File: config.mk
export PLATFORM = sky130hd
export DESIGN_NAME = eat_ctrl
export DESIGN_NICKNAME = d
export VERILOG_FILES = /design/src/hw/rtl/eat_pkg.sv /design/src/hw/rtl/eat_ctrl.sv
export SDC_FILE = /design/constraint.sdc
export NUM_CORES = 1
export LEC_CHECK = 0
export BUFFER_PORTS_ARGS = -buffer_cell sky130_fd_sc_hd__buf_2
export CAP_MARGIN = 20
export CORE_AREA = 2 2 40 42
export CTS_BUF_LIST = sky130_fd_sc_hd__clkbuf_4 sky130_fd_sc_hd__clkbuf_8
export CTS_CLUSTER_DIAMETER = 50
export CTS_CLUSTER_SIZE = 24
export DETAILED_ROUTE_END_ITERATION = 7
export DIE_AREA = 0 0 42 44
export PLACE_DENSITY = 0.79
export SLEW_MARGIN = 30
export SYNTH_ARGS = -nofsm -noshare
export SYNTH_HDL_FRONTEND = slang
export SYNTH_SLANG_ARGS = --single-unit
File: constraint.sdc
create_clock -name clock -period 3 [get_ports clock]
set_clock_uncertainty 0.05 [all_clocks]
set_input_delay 0.6 -clock clock [delete_from_list [all_inputs] [get_ports clock]]
set_output_delay 0.6 -clock clock [all_outputs]
set_load 0.05 [all_outputs]
File: src/hw/rtl/eat_pkg.sv
// ----------------------------------------------------------------------------
// eat_pkg
// Shared types and constants for the expiring address table.
// ----------------------------------------------------------------------------
`default_nettype none

package eat_pkg;

   localparam int TABLE_ENTRIES = 64;
   localparam int IDX_W         = (TABLE_ENTRIES > 1) ? $clog2(TABLE_ENTRIES) : 1;

   localparam logic CMD_STORE = 1'b0;
   localparam logic CMD_CHECK = 1'b1;

   localparam logic [1:0] STATUS_OK   = 2'd0;
   localparam logic [1:0] STATUS_SAME = 2'd1;
   localparam logic [1:0] STATUS_FULL = 2'd2;

   typedef logic [IDX_W-1:0] idx_type;

   typedef struct packed {
      logic        is_v6;
      logic [63:0] addr_upper;
      logic [63:0] addr_lower;
      logic [31:0] end_seconds;
   } entry_type;

   typedef struct packed {
      logic    load;
      logic    rd_en;
      idx_type rd_idx;
      logic    cmp_en;
      idx_type cmp_idx;
      logic    finish;
   } ctrl_cmd_type;

endpackage

`default_nettype wire

File: src/hw/rtl/eat_ctrl.sv
// ----------------------------------------------------------------------------
// eat_ctrl
// Sequencer: accepts a request word, sweeps the table, commits, responds.
// ----------------------------------------------------------------------------
`default_nettype none

module eat_ctrl
   import eat_pkg::*;
(
   input  wire logic         clock,
   input  wire logic         reset,
   input  wire logic         req_valid,
   output logic              req_ready,
   output logic              rsp_valid,
   input  wire logic         rsp_ready,
   output ctrl_cmd_type      cmd
);

   localparam logic [2:0] ST_IDLE   = 3'd0;
   localparam logic [2:0] ST_SCAN   = 3'd1;
   localparam logic [2:0] ST_DRAIN  = 3'd2;
   localparam logic [2:0] ST_FINISH = 3'd3;
   localparam logic [2:0] ST_RESP   = 3'd4;

   localparam idx_type LAST_IDX = IDX_W'(TABLE_ENTRIES - 1);

   logic [2:0] state_ff, state_in;
   idx_type    rd_idx_ff, rd_idx_in;
   logic       cmp_en_ff, cmp_en_in;
   idx_type    cmp_idx_ff, cmp_idx_in;

   always_comb begin
      state_in   = state_ff;
      rd_idx_in  = rd_idx_ff;
      cmp_en_in  = 1'b0;
      cmp_idx_in = rd_idx_ff;
      cmd        = '0;
      req_ready  = 1'b0;
      rsp_valid  = 1'b0;
      case (state_ff)
         ST_IDLE: begin
            req_ready = 1'b1;
            rd_idx_in = '0;
            if (req_valid) begin
               cmd.load = 1'b1;
               state_in = ST_SCAN;
            end
         end
         ST_SCAN: begin
            // issue one entry read per cycle; the compare follows in the next cycle
            cmd.rd_en  = 1'b1;
            cmd.rd_idx = rd_idx_ff;
            cmp_en_in  = 1'b1;
            rd_idx_in  = rd_idx_ff + 1'b1;
            if (rd_idx_ff == LAST_IDX) begin
               state_in = ST_DRAIN;
            end
         end
         ST_DRAIN: begin
            state_in = ST_FINISH;
         end
         ST_FINISH: begin
            cmd.finish = 1'b1;
            state_in   = ST_RESP;
         end
         ST_RESP: begin
            rsp_valid = 1'b1;
            if (rsp_ready) begin
               state_in = ST_IDLE;
            end
         end
         default: begin
            state_in = ST_IDLE;
         end
      endcase
      cmd.cmp_en  = cmp_en_ff;
      cmd.cmp_idx = cmp_idx_ff;
   end

   always_ff @(posedge clock) begin
      if (reset) begin
         state_ff  <= ST_IDLE;
         rd_idx_ff <= '0;
         cmp_en_ff <= 1'b0;
      end else begin
         state_ff  <= state_in;
         rd_idx_ff <= rd_idx_in;
         cmp_en_ff <= cmp_en_in;
      end
   end

   always_ff @(posedge clock) begin
      cmp_idx_ff <= cmp_idx_in;
   end

endmodule

`default_nettype wire

==> results of run 1 <==
[power groups by stage]
| stage | Clock (uW) | Combinational (uW) | Sequential, uW |
|---|---|---|---|
| finish | 109 | 44.6 | 223 |
| CTS | 112 | 44.8 | 223 |
| global placement | 0 | 44.0 | 227 |
| detailed placement | 0 | 44.7 | 228 |
| floorplan | 0 | 33.0 | 231 |
| global route | 123 | 47.5 | 224 |
[synthesized netlist by cell type (2+ instances only)]
| master | count | area (um2) |
|---|---|---|
| nor4b_1 | 2 | 17.52 |
| nor3b_1 | 3 | 22.52 |
| clkbuf_1 | 2 | 7.510 |
| a21oi_1 | 3 | 15.01 |
| buf_2 | 3 | 15.01 |
| buf_4 | 3 | 22.52 |
| o21ai_0 | 5 | 25.02 |
| dfxtp_1 | 16 | 320.3 |
| nor3_1 | 2 | 10.01 |
| nor2_1 | 3 | 11.26 |
| and2_1 | 6 | 37.54 |
| nor2b_1 | 2 | 12.51 |
| nand3_1 | 5 | 25.02 |
[per-stage QoR]
step / hold WS [ns] / power [uW] / cells
final: 0.3647 / 376.8 / 108
after global routing: 0.3846 / 394.9 / 108
after CTS: 0.3627 / 379.6 / 108
after detailed placement: 0.3524 / 272.5 / 105
after global placement: 0.3431 / 271.2 / 105
after floorplan: 0.2819 / 264.0 / 75
[state kept, by name, summed over array words and instances (netlist names)]
signal,count
cmp_idx_in,6
cmp_idx_ff,6
state_ff,3
cmp_en_ff,1
[layer usage]
metal	up-vias	part of all wire, %	wire length (um)	GRT usage, %
met5	-	0	0	0
met4	0	3.7	47	11.61
li1	299	-	-	-
met1	274	45	570	17.18
met2	26	45	570	25.00
met3	5	7.1	91	5.000
[layout make-up]
cell class | count | area [um2] | share of cell area, %
multi-input combinational | 50 | 330.3 | 40.80
timing repair buffer | 22 | 112.6 | 13.91
clock buffer | 3 | 22.52 | 2.782
inverter | 1 | 3.754 | 0.4637
tap | 16 | 20.02 | 2.473
sequential | 16 | 320.3 | 39.57
[worst max-delay path by stage]
stage	to	slack (ns)
final	cmd[11]	0.70
after global routing	cmd[8]	0.55
after CTS	cmd[11]	0.71
after detailed placement	cmd[11]	1.02
after global placement	cmd[11]	1.08
after floorplan	cmd[15]	0.16
[cells by family after synthesis]
group | synth area share [%]
and+or+nand+nor | 28.98
buffers and inverters | 6.976
AOI/OAI and AO/OA | 16.46
adders and majority gates | 1.789
DFF | 45.80
==> summary.txt, run 1 <==
Run status
  • Status: finished, final reports clean

Worst setup path
  • Worst path required time: between 2 and 2.5 ns
  • Buf/Inv on CP: 2
  • CP max-delay cell: dfxtp_1
  • Crit-path max FO: 14
  • Worst Setup Start Kind: register
  • Top Family by Delay on Critical Path: flip-flops
  • Worst Setup End Kind: primary output
  • Crit path depth: 4
  • Crit-path max cell delay: 0.54 ns
  • Critical path arrival: 1.65 ns
  • Setup crit start: state_ff[0]$_SDFFE_PP0P_
  • Crit path cell chain: nor3b_1 > buf_4 > and2_2 > buf_2
  • Worst r2r src: cmp_idx_in[0]$_SDFFE_PP0P_
  • Flop-to-flop setup slack: around 1.3 ns
  • RR Endpoint: state_ff[1]$_SDFFE_PP0P_
  • FF-to-FF path depth: 4
  • Critical path class: reg2out

Synthesis
  • Async set-reset flop share out of synthesis: 0%
  • Unique masters post-synth: 33
  • Top_reg_cell synth: dfxtp_1
  • Sequential area share after synthesis: a little under half
  • Number of flops mapped to enable cells by yosys: 0
  • Ys Warns: 0
  • Synthesized area: roughly 700 um2
  • Syn Area/Cell: 9.326 um2
  • Syn Nets: 80
  • FF+latch count, synth: 16
  • Synthesized instance count: between 70 and 80

Cells and area
  • Nets: 99
  • Fillers: ~140
  • N_diodes: 0
  • Fin area: around 810 um2
  • Leading cell type in the layout, fill and taps excluded: buf_2
  • Most frequent cells in the layout: 21 x buf_2, 16 x dfxtp_1, 6 x and2_1
  • Area delta synth->final: 15.74%
  • Layout cells sized above 1: a little under a third
  • Fin util: about 57%

GRT
  • Vias in the first global route: between 400 and 500
  • Number of antenna violations at the first check in global routing: 0
  • First-pass GRT wire length: roughly 2.1 mm
  • Largest net degree at the start of global routing: 15
  • Total GRT Usage: between 15 and 20%
  • Overflow after GRT: 0

Clock tree
  • Inserted Clock Buffers: 3
  • CTS Hold Bufs: 0
  • Clk Tree Root Cell: clkbuf_4
  • Clk sinks: 16
  • CTS resizes: 0
  • Clock latency on the worst-skew pair: ~0.28 ns
  • Worst-path clk slew: about 0.08 ns
  • H-tree depth: 1
  • Clock Path Buffers: 2
  • CTS tree: built
  • Post CTS Setup Buffer Count: 0

Power
  • Leak pwr: 0.0003552 uW
  • Max VDD drop: around 0.23 mV
  • Cell Int Power: 276.7 uW
  • P_sw: approximately 100 uW
  • Cell Pwr Density: roughly 470 nW/um2
  • Combinational share of power: between 10% and 20%
  • Power share of the clock group: 29.0%
  • Sw frac: a little over a quarter
  • Reg power frac: between 50% and 60%

Floorplanning
  • Row count: 14
  • Die area: between 1500 and 2000 um2
  • IO Count: 22
  • DIE HEIGHT: 44 um
  • Initial Utilization: between 40% and 50%
  • Die width: between 40 and 50 um
  • Core footprint: around 1400 um2

STA
  • Final min period: between 2 and 2.5 ns
  • Setup violators final: 0
  • Unrepaired setup endpoints after global routing: false
  • Worst-Margin Slew: 0.3976 ns
  • Fmax: about 430 MHz
  • Setup TNS: 0 ns
  • Slew margin rel.: between 70% and 80%
  • Final Hold Viols: 0
  • Slew Limit Fails: 0
  • Fin crit share: about three quarters
  • Setup ws final: around 0.7 ns

Placed design
  • Gpl congestion: 0.8105
  • Placed Area: between 700 and 800 um2
  • DPL Wire Length: slightly below 900 um
  • Setup WS pre-CTS: ~1.0 ns
  • Port buffer count: 21

Worst hold path
  • Hold depth: 0
  • HP Class: reg2reg
  • Min-delay src: cmp_idx_in[1]$_SDFFE_PP0P_
  • Hold EP: cmp_idx_ff[1]$_DFF_P_

Detailed routing
  • Antenna viol nets, final: 0
  • WL final: about 1.3 mm
  • Wire per inst: approximately 12 um
  • DRC Markers: 0
  • Detailed-route via count: 604
  • Vias per inst: 5.593
  • DRT iter0 DRCs: 19
  • Pre-Repair DR Iteration Count: 4

Job
  • Max-cap violations: 0
Note: power is estimated with default switching activity, not from simulation.
==> inputs of run 2 (changes only) <==
- CORE_AREA: 2 2 40 42 -> 2 2 41 43
- DIE_AREA: 0 0 42 44 -> 0 0 43 45
- PLACE_DENSITY: 0.79 -> 0.76
- clock period: 3 -> 2.32 ns (I/O delays scaled with it)
==> run 2 against run 1 <==
Compared with the run above: die area is 4.7% higher; combinational power is 42% higher; critical path depth stayed put; non-clock buffer count is 2 higher; hold slack worse by 0.0012 ns; cell count is 1.9% higher; clock-buffer cell count stayed put; setup slack worse by 0.40 ns.
==> summary.txt, run 2 (same netlist as run 1, synthesis figures left out) <==
Detailed routing
  • Antenna viol nets, final: 0
  • Detailed-route via count: ~600
  • DRC Markers: 0
  • WL final: 1.293 mm
  • Wire per inst: 11.75 um
  • DRT iter0 DRCs: 9
  • Pre-Repair DR Iteration Count: 4
  • Vias per inst: 5.482

Clock tree
  • Clock latency on the worst-skew pair: 0.28 ns
  • Post CTS Setup Buffer Count: 0
  • Worst-path clk slew: approximately 0.080 ns
  • CTS tree: built
  • Clock Path Buffers: 2
  • Inserted Clock Buffers: 3
  • CTS Hold Bufs: 0
  • Clk sinks: 16
  • CTS resizes: 0
  • H-tree depth: 1
  • Clk Tree Root Cell: clkbuf_4

Cells and area
  • Multi-input gate area: approximately 340 um2
  • Leading cell type in the layout, fill and taps excluded: buf_2
  • Most frequent cells in the layout: 21 x buf_2, 16 x dfxtp_1, 6 x and2_1
  • Fillers: roughly 150
  • Nets: 101
  • N_diodes: 0
  • Register Area: between 300 and 400 um2
  • Fin cells: 110
  • Fin util: 56.38%
  • Layout cells sized above 1: 34.04%
  • Area delta synth->final: 18.60%

Placed design
  • DPL Wire Length: around 910 um
  • Gpl congestion: 0.7540
  • Port buffer count: 21
  • Inst Count DP: around 110

Power
  • Cell Pwr Density: just under 600 nW/um2
  • Combinational share of power: between 10% and 20%
  • Cell Int Power: roughly 360 uW
  • Reg power frac: between 50% and 60%
  • Power share of the clock group: between 20% and 30%
  • Sw frac: between 20% and 30%
  • P_sw: about 130 uW
  • Max VDD drop: around 0.36 mV
  • Final Power: approximately 490 uW
  • Leak pwr: between 0.0003 and 0.0004 uW

Worst setup path
  • Critical path class: reg2out
  • Worst Setup Start Kind: register
  • FF-to-FF path depth: 4
  • Worst r2r src: cmp_idx_in[0]$_SDFFE_PP0P_
  • Crit-path max FO: 12
  • Flop-to-flop setup slack: 0.67 ns
  • RR Endpoint: state_ff[1]$_SDFFE_PP0P_
  • Worst path required time: around 1.8 ns
  • Critical path arrival: about 1.5 ns
  • Worst Setup End Kind: primary output

STA
  • Fin crit share: between 80% and 90%
  • Worst-Margin Slew: about 0.37 ns
  • Hold_ws: between 0.3 and 0.4 ns
  • Final Hold Viols: 0
  • Setup TNS: 0 ns
  • Slew Limit Fails: 0
  • Slew margin rel.: 75.29%
  • Setup violators final: 0
  • Unrepaired setup endpoints after global routing: false
  • Final min period: roughly 2.0 ns
  • Fmax: 496.2 MHz

Floorplanning
  • Die area: roughly 1900 um2
  • Core footprint: 1471 um2
  • Initial Utilization: a little under half
  • DIE HEIGHT: approximately 45 um
  • Die width: ~43 um
  • IO Count: 22
  • Row count: 14

GRT
  • First-pass GRT wire length: between 2 and 2.5 mm
  • Overflow after GRT: 0
  • Largest net degree at the start of global routing: 14
  • Vias in the first global route: 500
  • Number of antenna violations at the first check in global routing: 0
  • Total GRT Usage: 15.12%

Worst hold path
  • Min-delay src: cmp_idx_in[1]$_SDFFE_PP0P_
  • Hold depth: 0
  • HP Class: reg2reg
  • Hold EP: cmp_idx_ff[1]$_DFF_P_

Run status
  • Status: finished, final reports clean

Job
  • Max-cap violations: 0
[run 2: changes by cell type in the layout (fill, tap and decap cells not counted), sizes merged]
cell | previous run | this run
buf | 22 | 24
[run 2: cell type report]
cell class | instances | area share, %
clock buffers | 3 | 2.715
repair buffers | 24 | 15.38
multi-input cells | 50 | 40.42
flip-flops and latches | 16 | 38.61
inverters | 1 | 0.4525
well taps | 16 | 2.413
[run 2: worst max path at each step]
stage,from,endpoint,slack [ns],depth (start not counted)
detailed placement,state_ff[2]$_SDFFE_PP0P_,cmd[11],0.63,4
global route,state_ff[2]$_SDFFE_PP0P_,cmd[13],0.19,4
floorplan,state_ff[2]$_SDFFE_PP0P_,rsp_valid,0.07,2
global placement,state_ff[2]$_SDFFE_PP0P_,cmd[11],0.64,4
finish,state_ff[2]$_SDFFE_PP0P_,cmd[11],0.30,4
CTS,state_ff[2]$_SDFFE_PP0P_,cmd[11],0.30,4
[run 2: power by group through the flow]
| stage | Sequential (uW) | Combinational [uW] | Clock [uW] |
|---|---|---|---|
| 2_1_floorplan | 299 | 43.3 | 0 |
| 3_3_place_gp | 291 | 62.6 | 0 |
| 3_5_place_dp | 292 | 63.2 | 0 |
| 4_1_cts | 285 | 63.4 | 145 |
| 5_1_grt | 286 | 68.6 | 159 |
| 6_report | 285 | 63.2 | 140 |
[run 2: worst max-delay path, cell delays in order (launching register included)]
cell	delay (ns)
dfxtp_1	0.42
nor3b_1	0.23
buf_4	0.19
and2_2	0.14
buf_2	0.25
[run 2: per-stage QoR]
step                setup WS, ns  instance area [um2]
finish                    0.3048                829.5
global route              0.1919                829.5
CTS                       0.3014                829.5
detailed placement        0.6264                807.0
global placement          0.6376                807.0
floorplan                0.07121                704.4
[run 2: metal layers]
layer | up-vias | global-route usage [%] | wire, um
met5 | - | 0 | 0
met4 | 0 | 7.273 | 11
met3 | 2 | 3.600 | 82
met2 | 21 | 26.06 | 618
met1 | 277 | 17.82 | 580
li1 | 303 | - | -
==> inputs of run 3 (changes only) <==
- CORE_AREA: 2 2 41 43 -> 2 2 40 42
- DIE_AREA: 0 0 43 45 -> 0 0 42 44
- PLACE_DENSITY: 0.76 -> 0.79
- clock period: 2.32 -> 2.59 ns (I/O delays scaled with it)
==> run 3 against run 2 <==
Compared with the run above: setup slack gained 0.033 ns; die area shrank 4.5%; cell area shrank 1.8%; core utilization grew 1.0 points; register-to-register slack gained 0.29 ns; via count grew 1.0%; first-iteration DRC count grew 11%; non-clock buffer count shrank 2; largest power group unchanged; highest routed layer unchanged.
==> summary.txt, run 3 (same netlist as run 1, synthesis figures left out) <==
STA
  • Final min period: approximately 2.3 ns
  • Worst-Margin Slew: 0.4389 ns
  • Final Hold Viols: 0
  • Fmax: 444.1 MHz
  • Slew margin rel.: between 70% and 80%
  • Slew Limit Fails: 0
  • Unrepaired setup endpoints after global routing: false
  • Setup TNS: 0 ns
  • Fin crit share: between 80 and 90%
  • Setup violators final: 0

Detailed routing
  • DRC Markers: 0
  • Pre-Repair DR Iteration Count: 4
  • Wire per inst: about 12 um
  • Detailed-route via count: slightly above 600
  • Vias per inst: ~5.6
  • DRT iter0 DRCs: 10
  • Antenna viol nets, final: 0
  • WL final: ~1.3 mm

Run status
  • Status: finished, final reports clean

Clock tree
  • CTS resizes: 0
  • Clk Tree Root Cell: clkbuf_4
  • H-tree depth: 1
  • Clock Path Buffers: 2
  • Worst-path clk slew: roughly 0.090 ns
  • Post CTS Setup Buffer Count: 0
  • CTS Hold Bufs: 0
  • Inserted Clock Buffers: 3
  • CTS tree: built
  • Clk sinks: 16
  • Clock latency on the worst-skew pair: 0.29 ns

Cells and area
  • Layout cells sized above 1: between 30% and 40%
  • Leading cell type in the layout, fill and taps excluded: buf_2
  • Area delta synth->final: 16.46%
  • Most frequent cells in the layout: 21 x buf_2, 16 x dfxtp_1, 6 x and2_1
  • N_diodes: 0
  • Nets: approximately 100
  • Fin util: ~57%

Worst setup path
  • Worst path required time: approximately 2 ns
  • Crit path cell chain: nor3b_1 > buf_4 > and2_2 > buf_2
  • Buf/Inv on CP: 2
  • Critical path class: reg2out
  • Crit-path max FO: 14
  • Top Family by Delay on Critical Path: flip-flops
  • Worst Setup End Kind: primary output
  • CP max-delay cell: dfxtp_1
  • Worst Setup Start Kind: register
  • Critical path arrival: around 1.7 ns
  • Crit-path max cell delay: 0.55 ns

Worst hold path
  • HP Class: reg2reg

Floorplanning
  • Die area: roughly 1800 um2
  • Die width: ~42 um
  • IO Count: 22
  • Initial Utilization: 49.29%
  • DIE HEIGHT: around 44 um
  • Core footprint: 1419 um2
  • Row count: 14

Power
  • Combinational share of power: a little under an eighth
  • P_sw: ~120 uW
  • Max VDD drop: around 0.26 mV
  • Final Power: 439.3 uW
  • Cell Int Power: approximately 320 uW
  • Sw frac: between 20% and 30%
  • Cell Pwr Density: approximately 540 nW/um2
  • Reg power frac: roughly 59%
  • Power share of the clock group: approximately 29%
  • Leak pwr: 0.0003560 uW

GRT
  • Total GRT Usage: between 15 and 20%
  • First-pass GRT wire length: 2.083 mm
  • Vias in the first global route: ~460
  • Overflow after GRT: 0
  • Largest net degree at the start of global routing: 15
  • Number of antenna violations at the first check in global routing: 0

Job
  • Max-cap violations: 0

Placed design
  • Gpl congestion: 0.7986
  • DPL Wire Length: a little under 900 um
  • Port buffer count: 21
[run 3: cell types whose count changed in the layout (fill, tap and decap cells not counted)]
| cell | before | now |
|---|---|---|
| buf_4 | 3 | 1 |
[run 3: final timing paths]
check | startpoint | end | slack, ns | cells after the start
min reg2reg | cmp_idx_in[1]$_SDFFE_PP0P_ | cmp_idx_ff[1]$_DFF_P_ | 0.36 | 0
min | cmp_idx_in[1]$_SDFFE_PP0P_ | cmp_idx_ff[1]$_DFF_P_ | 0.36 | 0
max | state_ff[0]$_SDFFE_PP0P_ | cmd[11] | 0.34 | 4
max reg2reg | cmp_idx_in[0]$_SDFFE_PP0P_ | state_ff[1]$_SDFFE_PP0P_ | 0.96 | 4
[run 3: worst reg2reg max path: stages (launching register included)]
cell,delay [ns]
dfxtp_1,0.43
ha_1,0.26
nand3_1,0.12
or4b_4,0.50
a211oi_2,0.21
[run 3: power groups by stage]
stage | Clock, uW | Sequential, uW | Combinational, uW
after floorplan | 0 | 268 | 38.8
after global placement | 0 | 263 | 51.5
after detailed placement | 0 | 264 | 52.0
after CTS | 131 | 259 | 52.3
after global routing | 143 | 260 | 55.4
final | 129 | 258 | 51.9
[run 3: per-layer routing]
layer	vias up	GRT usage [%]	share of wire (%)
li1	306	-	-
met2	29	23.13	46
met5	-	0	0
met1	271	18.97	44
met4	0	9.677	2.1
met3	3	5.417	7.8
[run 3: metrics by stage]
step,cell area (um2),cells,setup slack [ns],hold slack [ns]
CTS,814.5,108,0.3427,0.3593
global route,814.5,108,0.2380,0.3895
detailed placement,792.0,105,0.6916,0.3515
finish,814.5,108,0.3383,0.3601
floorplan,704.4,75,0.2872,0.2819
global placement,792.0,105,0.7289,0.3432
[run 3: area by class of cell]
cell class,instances,area (um2)
inverter,1,3.754
multi-input combinational,50,335.3
fill,132,604.3
tap,16,20.02
timing repair buffer,22,112.6
clock buffer,3,22.52
sequential,16,320.3
